--- src/rtl/core/tips_pkg.sv ---
// ----------------------------------------------------------------------------
// tips_pkg
// shared types, register codes and constants of the tank phase sequencer
// ----------------------------------------------------------------------------
package tips_pkg;

  // phase codes
  typedef enum logic [1:0] {
    PH_FILL   = 2'd0,
    PH_AERATE = 2'd1,
    PH_SETTLE = 2'd2,
    PH_DRAIN  = 2'd3
  } phase_t;

  // field widths
  localparam int KEY_W       = 3;
  localparam int DIST_W      = 12;
  localparam int TIME_W      = 32;
  localparam int SECS_W      = 16;
  localparam int LIMIT_W     = 26;
  localparam int ELAPSED_W   = 23;
  localparam int CFG_INDEX_W = 3;
  localparam int CFG_DATA_W  = 16;

  // key codes
  localparam logic [KEY_W-1:0] KEY_RIGHT  = 3'd0;
  localparam logic [KEY_W-1:0] KEY_SELECT = 3'd4;

  // register indexes
  localparam logic [CFG_INDEX_W-1:0] REG_AUTO_MODE   = 3'd0;
  localparam logic [CFG_INDEX_W-1:0] REG_START_PHASE = 3'd1;
  localparam logic [CFG_INDEX_W-1:0] REG_LEVEL_FULL  = 3'd2;
  localparam logic [CFG_INDEX_W-1:0] REG_LEVEL_EMPTY = 3'd3;
  localparam logic [CFG_INDEX_W-1:0] REG_AERATE_SECS = 3'd4;
  localparam logic [CFG_INDEX_W-1:0] REG_SETTLE_SECS = 3'd5;

  // register reset values
  localparam logic               AUTO_MODE_RST   = 1'b1;
  localparam phase_t             START_PHASE_RST = PH_FILL;
  localparam logic [DIST_W-1:0]  LEVEL_FULL_RST  = 12'd160;
  localparam logic [DIST_W-1:0]  LEVEL_EMPTY_RST = 12'd480;
  localparam int                 MS_PER_SEC      = 1000;
  localparam logic [LIMIT_W-1:0] AERATE_MS_RST   = LIMIT_W'(20 * MS_PER_SEC);
  localparam logic [LIMIT_W-1:0] SETTLE_MS_RST   = LIMIT_W'(20 * MS_PER_SEC);

  // ms to seconds: drop three bits (divide by 8), then multiply by
  // ceil(2^36 / 125); exact for every 29-bit operand
  localparam int               DIV_PRE_SHIFT = 3;
  localparam int               DIV_IN_W      = TIME_W - DIV_PRE_SHIFT;
  localparam int               DIV_RECIP_W   = 30;
  localparam logic [DIV_RECIP_W-1:0] DIV_RECIP = 30'd549755814;
  localparam int               DIV_SHIFT     = 36;
  localparam int               DIV_PROD_W    = DIV_IN_W + DIV_RECIP_W;

  typedef struct packed {
    logic               auto_mode;
    phase_t             start_phase;
    logic [DIST_W-1:0]  level_full;
    logic [DIST_W-1:0]  level_empty;
    logic [LIMIT_W-1:0] aerate_ms;
    logic [LIMIT_W-1:0] settle_ms;
  } cfg_t;

  typedef struct packed {
    logic   load;
    phase_t value;
  } restart_t;

  typedef struct packed {
    phase_t phase;
    logic   fill_pump;
    logic   air_pump;
    logic   drain_pump;
    logic   entry_pending;
    logic   forced;
  } status_t;

  // seconds to ms as 1024*s - 16*s - 8*s
  function automatic logic [LIMIT_W-1:0] secs_to_ms(input logic [SECS_W-1:0] s);
    logic [LIMIT_W-1:0] x1024;
    logic [LIMIT_W-1:0] x16;
    logic [LIMIT_W-1:0] x8;
    x1024 = {s, 10'b0};
    x16   = {6'b0, s, 4'b0};
    x8    = {7'b0, s, 3'b0};
    return x1024 - x16 - x8;
  endfunction

endpackage

--- src/rtl/core/tips_cfg_regs.sv ---
// ----------------------------------------------------------------------------
// tips_cfg_regs
// configuration registers; timer limits kept in ms for a direct compare
// ----------------------------------------------------------------------------
module tips_cfg_regs (
  input  logic                             clk,
  input  logic                             rst,
  input  logic                             cfg_valid,
  output logic                             cfg_ready,
  input  logic [tips_pkg::CFG_INDEX_W-1:0] cfg_index,
  input  logic [tips_pkg::CFG_DATA_W-1:0]  cfg_data,
  output tips_pkg::cfg_t                   cfg,
  output tips_pkg::restart_t               restart
);
  import tips_pkg::*;

  assign cfg_ready = 1'b1;

  always_ff @(posedge clk) begin
    if (rst) begin
      cfg.auto_mode   <= AUTO_MODE_RST;
      cfg.start_phase <= START_PHASE_RST;
      cfg.level_full  <= LEVEL_FULL_RST;
      cfg.level_empty <= LEVEL_EMPTY_RST;
      cfg.aerate_ms   <= AERATE_MS_RST;
      cfg.settle_ms   <= SETTLE_MS_RST;
    end else if (cfg_valid) begin
      case (cfg_index)
        REG_AUTO_MODE:   cfg.auto_mode   <= cfg_data[0];
        REG_START_PHASE: cfg.start_phase <= phase_t'(cfg_data[1:0]);
        REG_LEVEL_FULL:  cfg.level_full  <= cfg_data[DIST_W-1:0];
        REG_LEVEL_EMPTY: cfg.level_empty <= cfg_data[DIST_W-1:0];
        REG_AERATE_SECS: cfg.aerate_ms   <= secs_to_ms(cfg_data[SECS_W-1:0]);
        REG_SETTLE_SECS: cfg.settle_ms   <= secs_to_ms(cfg_data[SECS_W-1:0]);
        default: ;
      endcase
    end
  end

  // a start phase write restarts the sequence at once
  assign restart.load  = cfg_valid && (cfg_index == REG_START_PHASE);
  assign restart.value = phase_t'(cfg_data[1:0]);

endmodule

--- src/rtl/core/tips_phase_ctrl.sv ---
// ----------------------------------------------------------------------------
// tips_phase_ctrl
// phase state and per-tick step: entry, skip, force, thresholds, timers
// ----------------------------------------------------------------------------
module tips_phase_ctrl (
  input  logic                        clk,
  input  logic                        rst,
  input  logic                        accept,
  input  logic [tips_pkg::KEY_W-1:0]  button,
  input  logic [tips_pkg::KEY_W-1:0]  confirm_button,
  input  logic [tips_pkg::DIST_W-1:0] distance,
  input  logic [tips_pkg::TIME_W-1:0] now_ms,
  input  tips_pkg::cfg_t              cfg,
  input  tips_pkg::restart_t          restart,
  output tips_pkg::status_t           status_next,
  output logic [tips_pkg::TIME_W-1:0] elapsed_ms_next
);
  import tips_pkg::*;

  phase_t              phase;
  logic                pending;
  logic                force_flag;
  logic [TIME_W-1:0]   start_ms;
  logic                fill_on;
  logic                air_on;
  logic                drain_on;

  phase_t              phase_next;
  logic                pending_next;
  logic                force_next;
  logic [TIME_W-1:0]   start_ms_next;
  logic                fill_next;
  logic                air_next;
  logic                drain_next;

  logic [TIME_W-1:0]   diff_ms;
  logic                full_hit;
  logic                empty_hit;
  logic                aerate_hit;
  logic                settle_hit;
  logic                sel_confirmed;

  assign diff_ms       = now_ms - start_ms;
  assign full_hit      = (distance != '0) && (distance <= cfg.level_full);
  assign empty_hit     = (distance != '0) && (distance >= cfg.level_empty);
  assign aerate_hit    = diff_ms >= {{(TIME_W-LIMIT_W){1'b0}}, cfg.aerate_ms};
  assign settle_hit    = diff_ms >= {{(TIME_W-LIMIT_W){1'b0}}, cfg.settle_ms};
  assign sel_confirmed = (button == KEY_SELECT) && (confirm_button == KEY_SELECT);

  always_comb begin
    phase_next    = phase;
    pending_next  = pending;
    force_next    = force_flag;
    start_ms_next = start_ms;
    fill_next     = fill_on;
    air_next      = air_on;
    drain_next    = drain_on;
    if (pending) begin
      fill_next     = (phase == PH_FILL);
      air_next      = (phase == PH_AERATE);
      drain_next    = (phase == PH_DRAIN);
      start_ms_next = now_ms;
      force_next    = 1'b0;
      pending_next  = 1'b0;
    end else if (!cfg.auto_mode && (button == KEY_RIGHT)) begin
      phase_next   = phase_t'(phase + 2'd1);
      pending_next = 1'b1;
    end else begin
      if (!cfg.auto_mode && (phase != PH_SETTLE) && sel_confirmed) begin
        force_next = 1'b1;
      end
      unique case (phase)
        PH_FILL: begin
          if (full_hit) begin
            if (cfg.auto_mode) begin
              fill_next    = 1'b0;
              phase_next   = PH_AERATE;
              pending_next = 1'b1;
            end else begin
              fill_next = force_next;
            end
          end
        end
        PH_AERATE: begin
          if (aerate_hit) begin
            if (cfg.auto_mode) begin
              air_next     = 1'b0;
              phase_next   = PH_SETTLE;
              pending_next = 1'b1;
            end else begin
              air_next = force_next;
            end
          end
        end
        PH_SETTLE: begin
          if (cfg.auto_mode && settle_hit) begin
            phase_next   = PH_DRAIN;
            pending_next = 1'b1;
          end
        end
        PH_DRAIN: begin
          if (empty_hit) begin
            if (cfg.auto_mode) begin
              drain_next   = 1'b0;
              phase_next   = PH_FILL;
              pending_next = 1'b1;
            end else begin
              drain_next = force_next;
            end
          end
        end
      endcase
    end
  end

  always_ff @(posedge clk) begin
    if (rst) begin
      phase      <= START_PHASE_RST;
      pending    <= 1'b1;
      force_flag <= 1'b0;
      start_ms   <= '0;
      fill_on    <= 1'b0;
      air_on     <= 1'b0;
      drain_on   <= 1'b0;
    end else if (restart.load) begin
      phase   <= restart.value;
      pending <= 1'b1;
    end else if (accept) begin
      phase      <= phase_next;
      pending    <= pending_next;
      force_flag <= force_next;
      start_ms   <= start_ms_next;
      fill_on    <= fill_next;
      air_on     <= air_next;
      drain_on   <= drain_next;
    end
  end

  // result of this tick, as seen after the step
  assign status_next.phase         = phase_next;
  assign status_next.fill_pump     = fill_next;
  assign status_next.air_pump      = air_next;
  assign status_next.drain_pump    = drain_next;
  assign status_next.entry_pending = pending_next;
  assign status_next.forced        = force_next;
  assign elapsed_ms_next           = now_ms - start_ms_next;

endmodule

--- src/rtl/core/tips_result_pipe.sv ---
// ----------------------------------------------------------------------------
// tips_result_pipe
// two-stage result pipeline: ms to whole seconds by reciprocal multiply
// ----------------------------------------------------------------------------
module tips_result_pipe (
  input  logic                           clk,
  input  logic                           rst,
  input  logic                           in_valid,
  output logic                           in_stall,
  input  tips_pkg::status_t              status_in,
  input  logic [tips_pkg::TIME_W-1:0]    elapsed_ms_in,
  output logic                           out_valid,
  input  logic                           out_stall,
  output tips_pkg::status_t              status_out,
  output logic [tips_pkg::ELAPSED_W-1:0] elapsed_secs
);
  import tips_pkg::*;

  logic                  s1_valid;
  status_t               s1_status;
  logic [TIME_W-1:0]     s1_ms;
  logic                  s2_valid;
  status_t               s2_status;
  logic [ELAPSED_W-1:0]  s2_secs;

  logic                  s1_ready;
  logic                  s2_ready;
  logic [DIV_IN_W-1:0]   div_in;
  logic [DIV_PROD_W-1:0] prod;

  assign s2_ready = !s2_valid || !out_stall;
  assign s1_ready = !s1_valid || s2_ready;
  assign in_stall = !s1_ready;

  assign div_in = s1_ms[TIME_W-1:DIV_PRE_SHIFT];
  assign prod   = {{DIV_RECIP_W{1'b0}}, div_in} * {{DIV_IN_W{1'b0}}, DIV_RECIP};

  always_ff @(posedge clk) begin
    if (rst) begin
      s1_valid <= 1'b0;
      s2_valid <= 1'b0;
    end else begin
      if (s1_ready) s1_valid <= in_valid;
      if (s2_ready) s2_valid <= s1_valid;
    end
  end

  always_ff @(posedge clk) begin
    if (s1_ready && in_valid) begin
      s1_status <= status_in;
      s1_ms     <= elapsed_ms_in;
    end
    if (s2_ready && s1_valid) begin
      s2_status <= s1_status;
      s2_secs   <= prod[DIV_SHIFT+ELAPSED_W-1:DIV_SHIFT];
    end
  end

  assign out_valid    = s2_valid;
  assign status_out   = s2_status;
  assign elapsed_secs = s2_secs;

endmodule

--- src/rtl/core/tank_irrigation_phase_sequencer.sv ---
// ----------------------------------------------------------------------------
// tank_irrigation_phase_sequencer
// four-phase pump sequencer (fill, aerate, settle, drain) driven by ticks
// ----------------------------------------------------------------------------
//
//  channel   direction  handshake             payload
//  -------   ---------  --------------------  ---------------------------------
//  in        request    in_valid / in_stall   button, confirm_button, distance,
//                                             now_ms
//  out       result     out_valid / out_stall phase, fill_pump, air_pump,
//                                             drain_pump, entry_pending,
//                                             elapsed_secs, forced
//  cfg       write      cfg_valid / cfg_ready cfg_index, cfg_data
//
//  one request per cycle sustained while in_stall is low; its result passes
//  the result register, then the ms-to-seconds multiply stage
//  the phase state updates in the cycle a request is accepted, so the next
//  request sees it at once
//  rst is synchronous; it restores the register defaults and the entry step
//  a stalled output holds both pipeline stages; in_stall rises only when
//  both stages are full and out_stall is high
//  cfg_ready is always high
//
module tank_irrigation_phase_sequencer (
  input  logic                             clk,
  input  logic                             rst,
  // tick requests
  input  logic                             in_valid,
  output logic                             in_stall,
  input  logic [tips_pkg::KEY_W-1:0]       button,
  input  logic [tips_pkg::KEY_W-1:0]       confirm_button,
  input  logic [tips_pkg::DIST_W-1:0]      distance,
  input  logic [tips_pkg::TIME_W-1:0]      now_ms,
  // results
  output logic                             out_valid,
  input  logic                             out_stall,
  output logic [1:0]                       phase,
  output logic                             fill_pump,
  output logic                             air_pump,
  output logic                             drain_pump,
  output logic                             entry_pending,
  output logic [tips_pkg::ELAPSED_W-1:0]   elapsed_secs,
  output logic                             forced,
  // configuration writes
  input  logic                             cfg_valid,
  output logic                             cfg_ready,
  input  logic [tips_pkg::CFG_INDEX_W-1:0] cfg_index,
  input  logic [tips_pkg::CFG_DATA_W-1:0]  cfg_data
);
  import tips_pkg::*;

  cfg_t              cfg;
  restart_t          restart;
  status_t           status_next;
  status_t           status_out;
  logic [TIME_W-1:0] elapsed_ms_next;
  logic              accept;

  // a tick request is taken when valid and not stalled
  assign accept = in_valid && !in_stall;

  // register file; timer limits are stored premultiplied to ms
  tips_cfg_regs u_cfg (
    .clk        (clk),
    .rst        (rst),
    .cfg_valid  (cfg_valid),
    .cfg_ready  (cfg_ready),
    .cfg_index  (cfg_index),
    .cfg_data   (cfg_data),
    .cfg        (cfg),
    .restart    (restart)
  );

  // phase state and the per-tick decision
  tips_phase_ctrl u_ctrl (
    .clk             (clk),
    .rst             (rst),
    .accept          (accept),
    .button          (button),
    .confirm_button  (confirm_button),
    .distance        (distance),
    .now_ms          (now_ms),
    .cfg             (cfg),
    .restart         (restart),
    .status_next     (status_next),
    .elapsed_ms_next (elapsed_ms_next)
  );

  // result register and seconds conversion
  tips_result_pipe u_pipe (
    .clk           (clk),
    .rst           (rst),
    .in_valid      (in_valid),
    .in_stall      (in_stall),
    .status_in     (status_next),
    .elapsed_ms_in (elapsed_ms_next),
    .out_valid     (out_valid),
    .out_stall     (out_stall),
    .status_out    (status_out),
    .elapsed_secs  (elapsed_secs)
  );

  assign phase         = status_out.phase;
  assign fill_pump     = status_out.fill_pump;
  assign air_pump      = status_out.air_pump;
  assign drain_pump    = status_out.drain_pump;
  assign entry_pending = status_out.entry_pending;
  assign forced        = status_out.forced;

endmodule
--- config.mk ---
export PLATFORM = sky130hd
export DESIGN_NAME = tank_irrigation_phase_sequencer
export DESIGN_NICKNAME = d
export VERILOG_FILES = /design/src/rtl/core/tips_pkg.sv /design/src/rtl/core/tips_cfg_regs.sv /design/src/rtl/core/tips_phase_ctrl.sv /design/src/rtl/core/tips_result_pipe.sv /design/src/rtl/core/tank_irrigation_phase_sequencer.sv
export SDC_FILE = /design/constraint.sdc
export NUM_CORES = 1
export LEC_CHECK = 0
export BUFFER_PORTS_ARGS = -buffer_cell sky130_fd_sc_hd__buf_2
export CAP_MARGIN = 20
export CORE_ASPECT_RATIO = 0.8
export CORE_MARGIN = 5
export CORE_UTILIZATION = 40
export DETAILED_ROUTE_END_ITERATION = 8
export PLACE_DENSITY_LB_ADDON = 0.08
export SLEW_MARGIN = 20
export SYNTH_ARGS = -nofsm -noshare
export SYNTH_HDL_FRONTEND = slang
export SYNTH_SLANG_ARGS = --single-unit
export TNS_END_PERCENT = 100
--- constraint.sdc ---
create_clock -name clk -period 13.9 [get_ports clk]
set_clock_uncertainty 0.1 [all_clocks]
set_input_delay 0.695 -clock clk [delete_from_list [all_inputs] [get_ports clk]]
set_output_delay 0.695 -clock clk [all_outputs]
set_load 0.01 [all_outputs]
==> results_dict.tcl <==
set metrics [dict create \
    status "finished clean" \
    syn_inst 2760 \
    clkTransAtPathRegs_ns 0.07 \
    postRouteAntennaNets 0 \
    synth-edff-count 66 \
    yosys.area_share.simple_pct 8.51 \
    timing.max_cap.violations 0 \
    start_util_pct 40.1 \
    antenna_found_initial 1 \
    gr-total-overflow 0 \
    holdBufCountCts 0 \
    htree_levels 4 \
    worstPathArrival_ns 8.27 \
    rrSetupSlack_ns 5.75 \
    cts_buffer_depth 2 \
    async_flop_share_pct 0 \
    finalNetCount 3715 \
    placed_area_mm2 0.0271 \
    synth-seq-area-share_pct 16.5 \
    start_kind "register" \
    crit_type "register to register" \
    final_cell_mix "627 x inv_1, 528 x ha_1, 275 x fa_1" \
    dp_hpwl_um 61900 \
    ys_warn_count 0 \
    layout_commonest_cell "inv_1" \
    synthDistinctLibCells 76 \
    cts_root_buffer "clkbuf_16" \
    stdcell_area_mm2 0.0277 \
    synthTopCellsByArea "ha_1 26%, fa_1 21%, inv_1 9.2%, dfxtp_1 8.7%, edfxtp_1 7.7%" \
    syn_avg_cell_area_um2 9.29 \
    postCtsSetupBuffers 0 \
    vias_per_cell 5.15 \
    grt_start_max_net_pins 83 \
    cts_tree "done" \
    cts.sinks 178 \
    io_buffers 105 \
    grt_pass1_vias 19667 \
    maxSlewHeadroom_pct 25.8 \
    hold_class "register to register" \
    synth_top_cell_by_area "ha_1" \
    grt_usage_pct 20.9 \
    crit_fanout 11 \
    synth_adder_area_share_pct 47.2 \
    finalHoldViolCount 0 \
    die-area_mm2 0.0693 \
    synth_mux_area_share_pct 1.33 \
    synth_top_family_by_area "adder cells" \
    clock_latency_ns 0.47 \
    synth_fp_nets 3637 \
    drt_iter0_markers 1016 \
    fin_crit_sh_pct 58.6 \
    synthFlopType "dfxtp_1" \
    grt_pass1_wl_um 113000 \
    vias 19076 \
    drc 0 \
    holdWs_ns 0.328 \
    yosysTopAreaCellShare_pct 25.8 \
    numCtsBuffers 17 \
    maxSlewViolCount 0 \
    max_freq_ghz 0.123 \
    synth_compound_area_share_pct 13.6 \
    routed_wl_um 72200 \
    tns_ns 0 \
    die_y_um 236 \
    cp-end-kind "register" \
    rows 83 \
    required_ns 14.02 \
    io_pins 107 \
    core_mm2 0.0639 \
    drt_pre_antenna_iters 5 \
    worst_pin_slew_ns 1.11 \
    rsz0062_at_grt "false" \
    min_period_ns 8.15 \
    ys_seq_elements 178 \
    netlist_area_mm2 0.0256 \
    chipWidth_um 293 \
    ctsResizeCount 0 \
    insertedDiodeCount 0 \
    gp_congestion 0.916 \
    syn_to_final_growth_pct 8.12 \
    drive_gt1_share_pct 5.89 \
    setup_viol 0 \
    synth-xor-area-share_pct 2.80 \
    wl_per_cell_um 19.5 \
]
cell usage after synthesis, drive strengths merged (5+ instances only):
master / instances
or2: 6
nor4: 7
and2: 7
buf: 13
mux2i: 34
o2111ai: 8
a211o: 14
nor3: 22
ha: 528
a221oi: 7
o211ai: 19
a21oi: 153
nand2: 147
clkbuf: 41
xnor2: 50
or3: 6
o21ai: 75
nand4: 22
a31oi: 16
a21o: 56
nand3b: 10
or4: 5
xor2: 32
nand2b: 17
inv: 627
dfxtp: 112
nor2: 126
nor2b: 20
fa: 275
and3: 12
o21bai: 8
nand3: 39
o311ai: 5
a21boi: 11
o21a: 28
o31ai: 5
a211oi: 71
nand4b: 5
edfxtp: 66
through the flow:
| stage | setup WS (ns) | instances | utilization, % |
|---|---|---|---|
| 2_1_floorplan | 6.46 | 2760 | - |
| 3_3_place_gp | 5.90 | 3667 | 42.4 |
| 3_5_place_dp | 5.77 | 3669 | 42.5 |
| 4_1_cts | 5.77 | 3701 | 43.4 |
| 5_1_grt | 5.40 | 3701 | 43.4 |
| 6_report | 5.75 | 3701 | 43.4 |
cell families after synthesis:
| kind of cell | count (synthesis) |
|---|---|
| flip-flops | 178 |
| other | 1 |
| AND/OR/NAND/NOR | 461 |
| buffers and inverters | 681 |
| XOR/XNOR | 82 |
| adder cells (fa/ha/maj) | 803 |
| multiplexers | 34 |
| AO/OA/AOI/OAI | 520 |
flip-flops by register name, summed over array words and instances (netlist names):
| signal | count |
|---|---|
| u_ctrl.start_ms | 32 |
| u_cfg.cfg | 71 |
| u_ctrl.air_on | 1 |
| u_ctrl.drain_on | 1 |
| u_pipe.elapsed_secs | 23 |
| u_ctrl.phase | 2 |
| u_pipe.status_out | 7 |
| u_pipe.s1_valid | 1 |
| u_pipe.s1_ms | 29 |
| u_ctrl.fill_on | 1 |
| u_ctrl.pending | 1 |
| u_pipe.out_valid | 1 |
| u_ctrl.force_flag | 1 |
| u_pipe.s1_status | 7 |
area by class of cell:
class | count | area (µm²)
multi-input combinational | 1901 | 18900
sequential | 178 | 4230
timing repair buffer | 113 | 606
fill | 6301 | 36100
clock inverter | 14 | 171
tap | 850 | 1060
inverter | 627 | 2350
clock buffer | 18 | 429
worst max-delay path: stages, from the launching register on:
cell and delay [ns]:
edfxtp_1 0.74, ha_1 0.37, fa_1 0.47, fa_1 0.54, inv_1 0.05, fa_1 0.49, inv_1 0.05, fa_1 0.52
fa_1 0.45, fa_1 0.54, inv_1 0.05, fa_1 0.50, inv_1 0.04, ha_1 0.32, a211oi_1 0.34, o21ai_0 0.16
or4_1 0.49, a31o_1 0.28, a22o_1 0.27, a31o_2 0.28, a41o_1 0.28, o211ai_1 0.24, a21boi_1 0.11, or2_1 0.21
metal layers:
metal	GRT usage (%)	wire length [µm]	up-vias
met3	3.24	2860	69
li1	-	-	9393
met5	0	0	-
met1	30.8	36100	9301
met4	4.76	1410	0
met2	32.6	31900	313
final timing paths:
check | cells past startpoint | end | startpoint
worst max-delay path | 23 | u_pipe.elapsed_secs[22] | u_pipe.s1_ms[12]
worst min-delay path | 0 | u_pipe.status_out[1] | u_pipe.s1_status[1]
worst max register to register | 23 | u_pipe.elapsed_secs[22] | u_pipe.s1_ms[12]
worst min register to register | 0 | u_pipe.status_out[1] | u_pipe.s1_status[1]
Power is not shown: default switching activity piles up to over one toggle a cycle in this logic, so the estimate is an artifact.
